[src/rtl/sfc_queue.sv]
// short first-in first-out queue between front and back
// no dependencies
`default_nettype none

module sfc_queue #(
  parameter int WIDTH = 16,
  parameter int DEPTH = 4
) (
  input  wire logic             clk,
  input  wire logic             rst_n,
  input  wire logic             push,
  input  wire logic [WIDTH-1:0] wr_data,
  input  wire logic             pop,
  output logic      [WIDTH-1:0] rd_data,
  output logic                  full,
  output logic                  not_empty
);

  localparam int PW = (DEPTH > 1) ? $clog2(DEPTH) : 1;
  localparam int CW = $clog2(DEPTH + 1);

  logic [WIDTH-1:0] mem_r [DEPTH];
  logic [PW-1:0]    wr_ptr_r, wr_ptr_nxt;
  logic [PW-1:0]    rd_ptr_r, rd_ptr_nxt;
  logic [CW-1:0]    count_r, count_nxt;
  logic             do_push, do_pop;

  assign full      = (count_r == CW'(DEPTH));
  assign not_empty = (count_r != '0);
  assign do_push   = push && !full;
  assign do_pop    = pop && not_empty;
  assign rd_data   = mem_r[rd_ptr_r];

  // pointer and fill bookkeeping
  always_comb begin
    wr_ptr_nxt = wr_ptr_r;
    rd_ptr_nxt = rd_ptr_r;
    count_nxt  = count_r;
    if (do_push) begin
      wr_ptr_nxt = (wr_ptr_r == PW'(DEPTH - 1)) ? '0 : wr_ptr_r + PW'(1);
    end
    if (do_pop) begin
      rd_ptr_nxt = (rd_ptr_r == PW'(DEPTH - 1)) ? '0 : rd_ptr_r + PW'(1);
    end
    if (do_push && !do_pop) begin
      count_nxt = count_r + CW'(1);
    end else if (do_pop && !do_push) begin
      count_nxt = count_r - CW'(1);
    end
  end

  always_ff @(posedge clk) begin
    if (!rst_n) begin
      wr_ptr_r <= '0;
      rd_ptr_r <= '0;
      count_r  <= '0;
    end else begin
      wr_ptr_r <= wr_ptr_nxt;
      rd_ptr_r <= rd_ptr_nxt;
      count_r  <= count_nxt;
    end
  end

  // storage, no reset needed
  always_ff @(posedge clk) begin
    if (do_push) begin
      mem_r[wr_ptr_r] <= wr_data;
    end
  end

endmodule

`default_nettype wire

[config.mk]
export PLATFORM = sky130hd
export DESIGN_NAME = sfc_queue
export DESIGN_NICKNAME = d
export VERILOG_FILES = /design/src/rtl/sfc_queue.sv
export SDC_FILE = /design/constraint.sdc
export NUM_CORES = 1
export LEC_CHECK = 0
export ABC_AREA = 1
export ABC_CLOCK_PERIOD_IN_PS = 2300
export BUFFER_PORTS_ARGS = -buffer_cell sky130_fd_sc_hd__buf_2
export CAP_MARGIN = 20
export CORE_MARGIN = 1
export CORE_UTILIZATION = 56
export CTS_CLUSTER_SIZE = 24
export DETAILED_ROUTE_END_ITERATION = 16
export PLACE_DENSITY = 0.82
export SLEW_MARGIN = 20
export SYNTH_ARGS = -nofsm -noshare
export SYNTH_HDL_FRONTEND = slang
export SYNTH_SLANG_ARGS = --single-unit
[constraint.sdc]
create_clock -name clk -period 2.3 [get_ports clk]
set_input_delay 0.345 -clock clk [delete_from_list [all_inputs] [get_ports clk]]
set_output_delay 0.345 -clock clk [all_outputs]
set_load 0.02 [all_outputs]
==> results.md <==
- The classification of the worst setup path is flip-flop to output port.
- Clock tree synthesis selected as its root buffer the cell clkbuf_8.
- After floorplanning, the core was divided into 25 placement rows.
- The HPWL after detailed placement is ~3.4 mm.
- The number of max-slew violations in the final report came to 0.
- The largest net degree at the start of global routing is 33.
- CTS built an H-tree with a depth of 3.
- The final cycle utilization of the critical path is 0.849.
- The total CTS buffers is 9.
- The count of unresolved DRC violations after routing is 0.
- For the worst setup path, the data arrival time is ~1.6 ns.
- After the first detailed-routing iteration, the DRC count stood at 142.
- Based on the critical path, the design can be clocked at up to ~510 MHz.
- From bottom edge to top edge, the die measures ~73 um.
- The final design instance area without fill is approximately 0.0033 mm2.
- The type of origin of the critical path is a flip-flop.
- The final weighted congestion in routability-driven placement is just under 0.8.
- The netlist uses 18 different library cells.
- The detail-routed net length per standard cell is 15.4 um.
- The largest driver fanout on the critical path is 32.
- Global routing finished with a remaining overflow of 0.
- For the final routed database, the setup TNS stands at 0 ns.
- The area of the core is slightly below 0.005 mm2.
- The final cell utilization of the core is 0.693.
- The flow ran to the end, and the final reports show no timing, DRC or antenna violations.
- The horizontal die dimension is between 70 and 80 um.
- The start point of the worst min-delay path is wr_data[4].
- Synthesis produced a netlist whose cell count is between 200 and 250.
- The area of combinational cells with multiple inputs is approximately 640 um2.
- Setup violations remaining at the end of the flow were counted as 0.
- The final clock skew is 0.00699 ns.
- TritonCTS built the clock tree.
- The largest buffer count on any clock path is 2.
- The power consumption is between 4 and 5 mW.
- The cell area that synthesis handed to floorplanning was ~0.0029 mm2.
- At the placement stage, the worst setup path has a slack of approximately 0.42 ns.
- STA classifies the critical path endpoint as an output port.
- Once the clock tree was built, the resizer swapped 0 gates to a different size.
- The CTS sink count is 73.
- The total nets after synthesis is 252.
- The worst reg2reg path startpoint is count_r[1]$_SDFFE_PN0P_.
- For this run, the total global-route usage over all layers was measured as 0.221.
- The placed instances occupy a cell area of about 0.0031 mm2.
- The number of hold buffers added after CTS was 0.
- The worst vdd rail ir drop is 749 uV.
- For this configuration, the core starts out at a cell density of 0.592.
- The path category of the worst min-delay check is input pin to flip-flop.
- Input and output buffers added on the ports amount to 37.
- After synthesis, the cell types taking the most area are edfxtp_1 67%, nor2_1 6.5%, dfxtp_1 6.3%, o21ai_1 4.9%, o22ai_1 3.5%.
- The die footprint is approximately 0.0054 mm2.
- For the pin with the worst max-slew slack, the measured transition is about 0.53 ns.
- For this block, the via count after detailed routing is ~1.8k.
- The area fraction of the dominant cell type after synthesis is 0.674.
- For the worst-skew pair, the clock arrives at the later sink with an insertion delay of 0.34 ns.
- The share of the Yosys chip area taken by registers is 0.737.
- For hold timing, the worst endpoint is mem_r[2][4]$_DFFE_PP_.
- The wire length after detailed routing is 5.30 mm.
- Counting the fill cells in the layout gives 340.
- The detailed-routing iteration count for the pre-antenna-repair pass is 4.
- In the final layout, the share of cells above drive strength 1 is 0.224.
- In the post-route analysis, the smallest setup slack over all paths is ~0.35 ns.
- The number of nets with antenna violations after detailed routing is 0.
- The count of synthesis-stage warnings from yosys is 0.
- The global-route wire length before repair is 8.22 mm.
- Clock-pin slew was measured on the worst setup and hold paths at 0.07 ns.
- The initial antenna violation count came to 0.
- The total of max-cap violations is 0.
- The max-slew headroom at the worst pin is 0.644.
- The post-synthesis to final-layout area growth is 17.1%.
- The number of hold-slack violations in the final timing report is 0.
- The endpoint identified for the worst register-to-register timing path is count_r[1]$_SDFFE_PN0P_.
- Setup repair after global routing left no endpoint under its margin.
- Counting cells, the worst reg-to-reg path comes to 9.
- In the final design database the tool counted between 200 and 300 nets.
- The power per unit of standard cell area is roughly 1200 mW/mm2.
- The via density per instance is 5.23.
- The post-synthesis sequential element count is 73.
- The sequential standard cell area is 0.00210 mm2.
- The antenna diode count is 0.
- The minimum setup slack among reg-to-reg paths is approximately 0.40 ns.
- A synthesized cell averages roughly 13 um2.
- During I/O placement, the number of pins put on the boundary was 38.
- Buffers added to address setup during post-CTS repair amount to 0.
- Counting instances, the worst hold path has a depth of 1.
- After layout, the minimum clock period comes to slightly below 2 ns.
- The required time at the endpoint of the critical path is between 1.5 and 2 ns.
- The number of global-route vias before repair is between 1.5k and 2k.
- The library cell occupying the most area in the post-synthesis netlist is edfxtp_1.
- Summed over all cells, the static leakage comes to between 1 and 1.5 nW.
## through the flow
step,cells,hold WS (ns)
after CTS,344,0.206
after global placement,328,0.495
after detailed placement,328,0.517
after global routing,344,0.192
final,344,0.223
after floorplan,225,0.444
## synth_stat cells (all sizes together)
master / number
nor2: 49
inv: 18
ha: 6
a21oi: 2
edfxtp: 64
nand4: 1
o21ai: 34
nand3: 1
dfxtp: 9
nand2: 15
nand3b: 1
fa: 1
o22ai: 16
buf: 8
## worst max-delay path by stage
stage                     slack (ns)               startpoint  cells after the start                 endpoint
after CTS                       0.31                flip-flop                      4               rd_data[2]
after global placement          0.55  count_r[1]$_SDFFE_PN0P_                      9  count_r[1]$_SDFFE_PN0P_
after floorplan                 0.53  count_r[1]$_SDFFE_PN0P_                     12  count_r[2]$_SDFFE_PN0P_
after global routing            0.21                flip-flop                      4               rd_data[2]
after detailed placement        0.42  count_r[1]$_SDFFE_PN0P_                      9  count_r[1]$_SDFFE_PN0P_
final                           0.35                flip-flop                      4               rd_data[2]
## registers in the layout, indices dropped and copies added, names as in the netlist, named ones only
name / cells
mem_r: 64
count_r: 3
rd_ptr_r: 2
wr_ptr_r: 2
## area by class of cell
class,instances,share of cell area
repair buffers,44,0.0712
inverters,18,0.0202
clock inverters,6,0.0247
multi-input cells,126,0.191
flip-flops and latches,73,0.630
clock buffers,10,0.0382
well taps,67,0.0251
## power breakdown
group	internal [mW]	switching, mW	leakage (nW)	total (mW)
Sequential	1.63	0.0941	0.661	1.72
Clock	0.605	0.438	0.106	1.04
Combinational	0.411	0.838	0.518	1.25
Total	2.64	1.37	1.28	4.01
## metal layers
layer / track usage / share of wire / vias to the layer above
li1: - / - / 892
met1: 0.265 / 0.41 / 848
met2: 0.357 / 0.52 / 53
met3: 0.0713 / 0.054 / 6
met4: 0.120 / 0.012 / 0
met5: 0 / 0 / -
## logic make-up (layout without fill, tap and decap cells)
logic type,Yosys count,in the layout,synth area share
DFF,73,73,0.737
and+or+nand+nor,67,67,0.0917
AOI/OAI and AO/OA,52,52,0.0983
buffers and inverters,26,78,0.0395
adders and majority gates,7,7,0.0333
## worst max-delay path: stages (launching register included)
cell and delay, ns:
dfxtp_1 0.34, inv_2 0.41, nor2_1 0.09, o22ai_1 0.23
buf_2 0.21
## layout by cell type (no fill, tap or decap), types with 2 or more instances in the layout
master      n
a21oi_1     2
buf_2      37
buf_4       7
bufinv_16   2
clkbuf_8    9
clkinv_2    3
dfxtp_1     9
edfxtp_1   64
ha_1        6
inv_1      16
inv_2       2
nand2_1    14
nor2_1     49
o21ai_0     6
o21ai_1    28
o22ai_1    16
Note: power is estimated with default switching activity, not from simulation.
