**src/rtl/sfc_pkg.sv**
```systemverilog
// static frame classifier package: payload structs, register map, gray coefficients
// no dependencies; used by sfc_front, sfc_back and the top level
`default_nettype none

package sfc_pkg;

  // input request payload
  typedef struct packed {
    logic       opcode;
    logic [7:0] pixel_blue;
    logic [7:0] pixel_green;
    logic [7:0] pixel_red;
    logic       end_of_image;
  } in_item_t;

  // result request payload
  typedef struct packed {
    logic [23:0] frame_index;
    logic        is_static;
    logic        size_error;
  } out_item_t;

  // per-pixel control and gray value handed from front to back
  typedef struct packed {
    logic       classify;
    logic       last;
    logic       in_range;
    logic       size_error;
    logic [7:0] gray;
  } item_ctl_t;

  localparam int CTL_W = $bits(item_ctl_t);

  // opcodes
  localparam logic OP_LOAD     = 1'b0;
  localparam logic OP_CLASSIFY = 1'b1;

  // register map, selected by paddr[2]
  localparam int   PADDR_W    = 3;
  localparam logic REG_BG_THR = 1'b0;
  localparam logic REG_MV_THR = 1'b1;

  localparam logic [7:0] BG_THR_RESET = 8'd10;
  localparam logic [7:0] MV_THR_RESET = 8'd3;

  // fixed-point luma, 14 fractional bits, rounded
  localparam int          GRAY_ACC_W  = 22;
  localparam logic [21:0] GRAY_R_COEF = 22'd4899;
  localparam logic [21:0] GRAY_G_COEF = 22'd9617;
  localparam logic [21:0] GRAY_B_COEF = 22'd1868;
  localparam logic [21:0] GRAY_ROUND  = 22'd8192;

  localparam int QUEUE_DEPTH = 4;
  localparam int FRAME_CNT_W = 24;

endpackage

`default_nettype wire

```
**src/rtl/sfc_front.sv**
```systemverilog
// front end: accepts pixel requests, converts to gray, tracks position and overflow
// depends on sfc_pkg
`default_nettype none

module sfc_front #(
  parameter int  FRAME_PIXELS = 262144,
  localparam int AW           = $clog2(FRAME_PIXELS)
) (
  input  wire logic               clk,
  input  wire logic               rst_n,
  input  wire logic               in_valid,
  output logic                    in_ready,
  input  wire sfc_pkg::in_item_t  in_data,
  input  wire logic               q_full,
  output logic                    q_push,
  output sfc_pkg::item_ctl_t      q_ctl,
  output logic      [AW-1:0]      q_addr
);

  localparam int POS_W = $clog2(FRAME_PIXELS + 1);

  logic [POS_W-1:0]               pos_r, pos_nxt;
  logic                           ovf_r, ovf_nxt;
  logic [sfc_pkg::GRAY_ACC_W-1:0] gray_acc;
  logic                           in_range;
  logic                           size_err;

  assign in_ready = !q_full;
  assign q_push   = in_valid && !q_full;

  // rounded fixed-point luma
  assign gray_acc = sfc_pkg::GRAY_R_COEF * sfc_pkg::GRAY_ACC_W'(in_data.pixel_red)
                  + sfc_pkg::GRAY_G_COEF * sfc_pkg::GRAY_ACC_W'(in_data.pixel_green)
                  + sfc_pkg::GRAY_B_COEF * sfc_pkg::GRAY_ACC_W'(in_data.pixel_blue)
                  + sfc_pkg::GRAY_ROUND;

  assign in_range = (pos_r < POS_W'(FRAME_PIXELS));
  assign size_err = ovf_r || !in_range;

  // item handed to the back end
  always_comb begin
    q_ctl.classify   = (in_data.opcode == sfc_pkg::OP_CLASSIFY);
    q_ctl.last       = in_data.end_of_image;
    q_ctl.in_range   = in_range;
    q_ctl.size_error = size_err;
    q_ctl.gray       = gray_acc[21:14];
    q_addr           = pos_r[AW-1:0];
  end

  // position and overflow tracking, shared by both opcodes
  always_comb begin
    pos_nxt = pos_r;
    ovf_nxt = ovf_r;
    if (q_push) begin
      if (in_data.end_of_image) begin
        pos_nxt = '0;
        ovf_nxt = 1'b0;
      end else begin
        ovf_nxt = size_err;
        if (in_range) begin
          pos_nxt = pos_r + POS_W'(1);
        end
      end
    end
  end

  always_ff @(posedge clk) begin
    if (!rst_n) begin
      pos_r <= '0;
      ovf_r <= 1'b0;
    end else begin
      pos_r <= pos_nxt;
      ovf_r <= ovf_nxt;
    end
  end

endmodule

`default_nettype wire

```
**config.mk**
```make
export PLATFORM = sky130hd
export DESIGN_NAME = sfc_front
export DESIGN_NICKNAME = d
export VERILOG_FILES = /design/src/rtl/sfc_pkg.sv /design/src/rtl/sfc_front.sv
export SDC_FILE = /design/constraint.sdc
export NUM_CORES = 1
export LEC_CHECK = 0
export CORE_MARGIN = 10
export CORE_UTILIZATION = 25
export CTS_CLUSTER_SIZE = 14
export DETAILED_ROUTE_END_ITERATION = 10
export DONT_BUFFER_PORTS = 1
export HOLD_SLACK_MARGIN = 0.02
export PLACE_DENSITY_LB_ADDON = 0.1
export RECOVER_POWER = 100
export SYNTH_ARGS = -nofsm -noshare
export SYNTH_HDL_FRONTEND = slang
export SYNTH_SLANG_ARGS = --single-unit
export TNS_END_PERCENT = 50
```
**constraint.sdc**
```tcl
create_clock -name clk -period 8.45 [get_ports clk]
set_input_delay 0.4225 -clock clk [delete_from_list [all_inputs] [get_ports clk]]
set_output_delay 0.4225 -clock clk [all_outputs]
set_load 0.1 [all_outputs]
```
==> results of run 1 <==
-- worst reg2reg max path, stage by stage, from the launching register on --
cell	delay (ns)
dfxtp_1	1.02
ha_1	0.33
nand2_1	0.09
nor4_1	0.68
nand4_1	0.28
nor2_1	0.22
xnor2_1	0.14
nor2_1	0.05
-- kinds of logic after synthesis --
logic type,synth area share (%)
buf+inv,15.3
fa+ha+maj,56.4
simple gates,10.2
compound gates,6.89
xor+xnor,4.62
flops,6.39
mux,0.180
-- metal layers --
layer	part of all wire [%]	vias to the layer above	GRT usage, %
li1	-	2148	-
met1	46	2109	12.9
met2	50	56	17.3
met3	3.5	8	1.18
met4	1.1	0	1.48
met5	0	-	0
-- worst max path at each step --
stage,slack [ns],startpoint,to
2_1_floorplan,-0.03,in_data[22],q_ctl[7]
3_3_place_gp,0.58,in_data[20],q_ctl[7]
3_5_place_dp,0.57,in_data[20],q_ctl[7]
4_1_cts,0.52,in_data[20],q_ctl[7]
5_1_grt,0.1,in_data[23],q_ctl[6]
6_report,0.45,in_data[20],q_ctl[6]
-- cell usage after synthesis (2+ instances only) --
| library cell | count |
|---|---|
| nand3_1 | 11 |
| nand2_1 | 35 |
| a21oi_2 | 2 |
| nor4_4 | 2 |
| and3_1 | 2 |
| ha_1 | 143 |
| a21o_1 | 4 |
| a311oi_1 | 2 |
| nand3b_1 | 2 |
| or3_1 | 2 |
| nor2_1 | 29 |
| buf_4 | 22 |
| nor2b_1 | 9 |
| a21oi_1 | 24 |
| a211oi_1 | 2 |
| clkbuf_1 | 4 |
| nand4_1 | 7 |
| o21ai_1 | 5 |
| xnor2_1 | 17 |
| nor3_1 | 2 |
| and4_1 | 2 |
| inv_1 | 207 |
| o21ai_0 | 10 |
| fa_1 | 87 |
| or2_2 | 4 |
| xor2_1 | 16 |
| a31oi_1 | 4 |
| dfxtp_1 | 20 |
-- through the flow --
step	utilization, %	setup WS (ns)	hold WS, ns	cell area, sq um
final	27.2	0.453	0.320	6660
after global routing	27.2	0.0992	0.315	6660
after CTS	27.4	0.516	0.318	6710
after detailed placement	27.0	0.575	0.453	6610
after global placement	27.0	0.580	0.447	6610
after floorplan	-	-0.0328	0.429	6270
-- cell type report --
class                   count  area (sq um)
fillers                  2625         17800
well taps                 324           405
inverters                 207           777
clock buffers               3          75.1
repair buffers              9          55.1
multi-input cells         449          4920
flip-flops and latches     20           400
clock inverters             1          30.0
-- registers in the layout (all words and copies together), names as in the netlist --
register	cells
pos_r	19
ovf_r	1
==> impl_metrics.tcl, run 1 <==
set metrics [dict create \
    viasPerCell 4.27 \
    crit_path_max_fanout 6 \
    die_y_um 178 \
    ctsHoldBuffers 0 \
    worst-setup-path-type "input pin to primary output" \
    syn_area_sq_mm 0.00626 \
    cts_sinks 20 \
    setup_tns_ns 0 \
    layout-drive-gt1-share_pct 4.50 \
    yosysUniqueCellTypes 54 \
    r2r_end "pos_r[14]" \
    drt_iter0_drc 103 \
    final_cells 1013 \
    start_kind "input pin" \
    wl_um 15000 \
    path_clk_slew_ns 0.06 \
    synth_top_area_share_pct 28.6 \
    routedWlPerCell_um 14.8 \
    most-common-layout-cells "207 x inv_1, 143 x ha_1, 87 x fa_1, 35 x nand2_1, 29 x nor2_1" \
    start_util_pct 25.6 \
    yosysSeqAreaShare_pct 6.39 \
    gr-total-overflow 0 \
    hold_violations 0 \
    finClkSkew_ns 0.00497 \
    cp_data_arrival_time_ns 7.57 \
    place_congestion 0.828 \
    tightest_slew_ns 1.51 \
    rrSetupSlack_ns 5.51 \
    drc 0 \
    syn_nets 962 \
    num_antenna_cells 0 \
    path_buf_inv 7 \
    crit_top_cell "inv_1" \
    ctsRootBufferMaster "clkbuf_16" \
    finalSetupViolations 0 \
    cap_violations 1 \
    period_share_pct 94.6 \
    vias 4321 \
    post-cts-setup-buffer-count 0 \
    status "finished, violations left" \
    r2r_cells 7 \
    grt_usage_pct 9.86 \
    yosys_register_bits 20 \
    nNetsFinal 950 \
    hold_class "input pin to flop" \
    critPathMaxStageDelay_ns 0.56 \
    avgSynthCellArea_sq_um 8.92 \
    grt_pass1_vias 4685 \
    clk_latency_ns 0.25 \
    place_hpwl_um 14000 \
    h-tree-depth 1 \
    violations "capacitance limit, slew limit" \
    yosysTopAreaCell "ha_1" \
    drv_slew 1 \
    async_reset_ff_share_pct 0 \
    period_minus_slack_ns 8.00 \
    grt_pass1_wl_um 25000 \
    rsz0062_at_grt "false" \
    io_pins 62 \
    clockBufferDepth 2 \
    end_kind "primary output" \
    fmax_ghz 0.125 \
    reg2reg_from "pos_r[0]" \
    hp-start "rst_n" \
    grt_max_degree 20 \
    synth-edff-count 0 \
    syn_inst 702 \
    synth_flop_cell "dfxtp_1" \
    cts_tree "built" \
    slew_headroom_pct -0.550 \
    worstPathRequired_ns 8.03 \
    dr.pass1.iters 4 \
    place.port_buffers 0 \
    slowest_stage "a2111oi_0" \
    postRouteAntennaNets 0 \
    areaGrowthSynthToFinish_pct 6.35 \
    num_rows 57 \
    ctsResizeCount 0 \
    dp.cells 1009 \
    cts_made_buffers 3 \
    cp_num_cells 27 \
    min_to "pos_r[1]" \
    grt_antenna_before_repair 0 \
    core_area_sq_mm 0.0245 \
    hold_depth 1 \
    final_common_cell "inv_1" \
    ys_warn_count 0 \
    synth.area.top_cells "ha_1 29%, fa_1 28%, inv_1 12%" \
    die_width_um 178 \
    dieArea_sq_mm 0.0318 \
    cp_top_family "adder cells" \
]
Power of run 1 is not shown: default switching activity piles up to over one toggle a cycle in this logic, so the estimate is an artifact.
==> inputs of run 2 (changes only) <==
==> constraint.sdc (replaced) <==
create_clock -name clk -period 8.6 [get_ports clk]
set_input_delay 0.43 -clock clk [delete_from_list [all_inputs] [get_ports clk]]
set_output_delay 0.43 -clock clk [all_outputs]
set_load 0.1 [all_outputs]
==> impl_metrics.tcl, run 2 (synthesis gave the netlist of run 1 again) <==
set metrics [dict create \
    r2r_cells 7 \
    post-cts-setup-buffer-count 0 \
    place_ws_ns 0.750 \
    num_antenna_cells 0 \
    postRouteAntennaNets 0 \
    clk_latency_ns 0.25 \
    vias 4286 \
    finClkSkew_ns 0.00386 \
    die_width_um 178 \
    cap_violations 1 \
    place_hpwl_um 14000 \
    grt_max_degree 20 \
    ctsRootBufferMaster "clkbuf_16" \
    critPathMaxStageDelay_ns 0.55 \
    cts_made_buffers 3 \
    fillCellCount 2632 \
    areaGrowthSynthToFinish_pct 6.05 \
    ctsResizeCount 0 \
    path_buf_inv 5 \
    path_clk_slew_ns 0.06 \
    largest_register_ffs 19 \
    io_pins 62 \
    regMostFlops "pos_r" \
    rsz0062_at_grt "false" \
    dp.cells 1009 \
    gr-total-overflow 0 \
    hold_depth 1 \
    nNetsFinal 950 \
    reg2reg_from "pos_r[0]" \
    status "finished, violations left" \
    worstPathRequired_ns 8.17 \
    crit_top_cell "ha_1" \
    grt_pass1_vias 4738 \
    period_share_pct 93.2 \
    slowest_stage "fa_1" \
    clockBufferDepth 2 \
    r2r_end "pos_r[14]" \
    finalSetupViolations 0 \
    die_y_um 178 \
    period_minus_slack_ns 8.01 \
    worst-setup-path-type "input pin to primary output" \
    num_rows 57 \
    final_common_cell "inv_1" \
    drv_slew 0 \
    slew_headroom_pct 0.0532 \
    cp_top_family "adder cells" \
    wl_um 15100 \
    routedWlPerCell_um 14.9 \
    hold_violations 0 \
    cp_num_cells 28 \
    layout-drive-gt1-share_pct 4.50 \
    tightest_slew_ns 1.50 \
    start_kind "input pin" \
    fmax_ghz 0.125 \
    drc 0 \
    viasPerCell 4.23 \
    hold_class "input pin to flop" \
    end_kind "primary output" \
    grt_usage_pct 9.86 \
    endpoint "q_ctl[4]" \
    ctsHoldBuffers 0 \
    grt_antenna_before_repair 0 \
    violations "capacitance limit" \
    cts_sinks 20 \
    most-common-layout-cells "207 x inv_1, 143 x ha_1, 87 x fa_1, 35 x nand2_1, 29 x nor2_1" \
    dieArea_sq_mm 0.0318 \
    holdWs_ns 0.326 \
    rrSetupSlack_ns 5.66 \
    setup_tns_ns 0 \
    crit_path_max_fanout 7 \
    place_congestion 0.828 \
    setup_slack_ns 0.588 \
    grt_pass1_wl_um 25100 \
    reg.largest.list "pos_r (19), ovf_r (1)" \
    h-tree-depth 1 \
    place.port_buffers 0 \
    drt_iter0_drc 110 \
    start_util_pct 25.6 \
    cp_data_arrival_time_ns 7.58 \
    core_area_sq_mm 0.0245 \
    worst_setup_path_startpoint "in_data[22]" \
    final_cells 1013 \
    cts_tree "built" \
    dr.pass1.iters 4 \
]
run 2: cell count changes in the layout (fill, tap and decap cells not counted), sizes merged:
cell | before | now
clkbuf | 9 | 10
bufinv | 1 | 0
run 2: worst min path at each step:
stage	start	to	slack, ns
after floorplan	ovf_r	ovf_r	0.43
after global placement	ovf_r	ovf_r	0.45
final	rst_n	pos_r[1]	0.33
after detailed placement	ovf_r	ovf_r	0.46
after CTS	rst_n	pos_r[1]	0.32
after global routing	rst_n	pos_r[1]	0.32
run 2: worst register-to-register path, stage by stage, from the launching register on:
cell and delay, ns:
dfxtp_1 1.02, ha_1 0.33, nand2_1 0.09, nor4_1 0.66, nand4_1 0.29, nor2_1 0.22
xnor2_1 0.14, nor2_1 0.05
run 2: area by class of cell:
type | instances | area, sq um | share of cell area (%)
Sequential cell | 20 | 400 | 6.03
Tap cell | 324 | 405 | 6.10
Timing Repair Buffer | 9 | 52.6 | 0.791
Multi-Input combinational cell | 449 | 4920 | 74.0
Inverter | 207 | 777 | 11.7
Clock buffer | 4 | 88.8 | 1.34
run 2: per-layer routing:
layer	track usage (%)	wire length, um
met5	0	0
met4	1.03	78
met3	1.27	516
met2	17.6	7640
met1	12.8	6820
run 2: metrics by stage:
stage / cell area [sq um] / util [%]
5_1_grt: 6640 / 27.1
3_5_place_dp: 6610 / 27.0
3_3_place_gp: 6610 / 27.0
6_report: 6640 / 27.1
4_1_cts: 6690 / 27.4
2_1_floorplan: 6270 / -
Power of run 2 is left out for the same reason.
==> inputs of run 3 (changes only) <==
--- a/config.mk
+++ b/config.mk
@@ -5,6 +5,7 @@
 export SDC_FILE = /design/constraint.sdc
 export NUM_CORES = 1
 export LEC_CHECK = 0
+export ABC_AREA = 1
 export CORE_MARGIN = 10
 export CORE_UTILIZATION = 25
 export CTS_CLUSTER_SIZE = 14
==> impl_metrics.tcl, run 3 <==
set metrics [dict create \
    final_common_cell "inv_1" \
    cts_tree "built" \
    vias 4823 \
    ys_warn_count 0 \
    path_clk_slew_ns 0.06 \
    io_pins 62 \
    clk_latency_ns 0.26 \
    hp-start "rst_n" \
    wl_um 17400 \
    setup_tns_ns 0 \
    end_kind "primary output" \
    status "completed" \
    grt_usage_pct 10.7 \
    grt_pass1_vias 5205 \
    postRouteAntennaNets 0 \
    hold_violations 0 \
    drc 0 \
    busiest_layer "met2" \
    fin_util_pct 26.8 \
    syn_nets 1108 \
    nNetsFinal 1098 \
    ctsRootBufferMaster "clkbuf_16" \
    yosysSeqAreaShare_pct 6.02 \
    num_rows 59 \
    cts_made_buffers 3 \
    post-cts-setup-buffer-count 0 \
    ctsResizeCount 0 \
    num_antenna_cells 0 \
    reg.largest.list "pos_r (19), ovf_r (1)" \
    synth_flop_cell "dfxtp_1" \
    regMostFlops "pos_r" \
    syn_inst 848 \
    die_width_um 183 \
    rrSetupSlack_ns 6.02 \
    critPathMaxStageDelay_ns 0.57 \
    routedWlPerCell_um 14.9 \
    core_area_sq_mm 0.0261 \
    worst-setup-path-type "input pin to primary output" \
    cts_sinks 20 \
    ctsHoldBuffers 0 \
    reg2reg_from "pos_r[18]" \
    areaGrowthSynthToFinish_pct 5.34 \
    clockBufferDepth 2 \
    start_util_pct 25.5 \
    grt_antenna_before_repair 0 \
    dieArea_sq_mm 0.0335 \
    period_share_pct 89.8 \
    synth.area.top_cells "ha_1 27%, fa_1 26%, inv_1 14%" \
    grt_pass1_wl_um 28900 \
    r2r_end "pos_r[15]" \
    cp_top_family "adder cells" \
    viasPerCell 4.12 \
    async_reset_ff_share_pct 0 \
    largest_register_ffs 19 \
    yosysTopAreaCell "ha_1" \
    slew_headroom_pct 26.1 \
    cap_violations 0 \
    path_buf_inv 7 \
    finalSetupViolations 0 \
    period_minus_slack_ns 7.73 \
    synth_top_area_share_pct 26.9 \
    place_hpwl_um 16400 \
    tightest_slew_ns 1.11 \
    worstPathRequired_ns 8.17 \
    finClkSkew_ns 0.00740 \
    synthTopCellsByCount "248 x inv_1, 143 x ha_1, 115 x nand2_1, 87 x fa_1, 47 x nor2_1" \
    min_to "pos_r[14]" \
    synth.most_common_cell "inv_1" \
    start_kind "input pin" \
    most-common-layout-cells "249 x inv_1, 143 x ha_1, 116 x nand2_1, 87 x fa_1, 53 x nor2_1" \
    grt_use_met3_pct 1.23 \
    crit_path_max_fanout 5 \
    h-tree-depth 1 \
    use_met1_pct 14.7 \
    dr.pass1.iters 4 \
    place_congestion 0.782 \
    slowest_stage "fa_1" \
    rsz0062_at_grt "false" \
    met2_usage_pct 18.3 \
    fmax_ghz 0.129 \
    synth-edff-count 0 \
    layout-drive-gt1-share_pct 3.46 \
    yosysUniqueCellTypes 34 \
    grt_max_degree 13 \
    hold_class "input pin to flop" \
    drt_iter0_drc 160 \
    place.port_buffers 0 \
    syn_area_sq_mm 0.00665 \
    hold_depth 2 \
    drv_slew 0 \
    gr-total-overflow 0 \
    avgSynthCellArea_sq_um 7.85 \
    cp_data_arrival_time_ns 7.30 \
    die_y_um 183 \
    r2r_cells 11 \
    yosys_register_bits 20 \
]
[run 3: changes by cell type after synthesis, sizes merged, moves of 10 or more]
| cell | change |
|---|---|
| nand2 | +85 |
| inv | +44 |
| nor2 | +27 |
| a21oi | +18 |
| nand3 | +12 |
| xnor2 | -12 |
| nor2b | -10 |
| o21ai | +10 |
[run 3: cell type report]
class	instances	area, sq um
fill	2963	19100
multi-input combinational	553	5100
inverter	252	947
tap	335	419
sequential	20	400
clock buffer	3	75.1
timing repair buffer	8	40.0
clock inverter	1	30.0
[run 3: how the worst max path moves through the flow]
| stage | start | endpoint | cells past startpoint |
|---|---|---|---|
| 2_1_floorplan | in_data[19] | q_ctl[1] | 27 |
| 3_3_place_gp | in_data[20] | q_ctl[4] | 27 |
| 3_5_place_dp | in_data[20] | q_ctl[4] | 27 |
| 4_1_cts | in_data[20] | q_ctl[4] | 27 |
| 5_1_grt | in_data[20] | q_ctl[4] | 29 |
| 6_report | in_data[19] | q_ctl[4] | 27 |
[run 3: layer usage]
layer | vias up | part of all wire (%) | wire [um]
met4 | 0 | 0.46 | 81
met1 | 2233 | 50 | 8640
met5 | - | 0 | 0
li1 | 2546 | - | -
met3 | 4 | 3.3 | 574
met2 | 40 | 47 | 8140
[run 3: cells by family (layout without fill, tap and decap cells)]
group	count (synthesis)	after routing	share of synthesized area, %
AO/OA/AOI/OAI	84	84	7.00
buffers and inverters	275	264	16.8
adder cells (fa/ha/maj)	230	230	53.1
XOR/XNOR	15	15	1.97
AND/OR/NAND/NOR	224	224	15.2
flip-flops	20	20	6.02
[run 3: per-stage QoR]
step / setup slack [ns] / instance area (sq um) / std cells / hold WS, ns
after floorplan: 0.653 / 6650 / 848 / 0.431
after global routing: 0.362 / 7010 / 1172 / 0.400
after CTS: 0.968 / 7080 / 1172 / 0.369
after detailed placement: 0.997 / 6970 / 1168 / 0.457
final: 0.874 / 7010 / 1172 / 0.377
after global placement: 0.988 / 6970 / 1168 / 0.454
Power of run 3 is left out for the same reason.
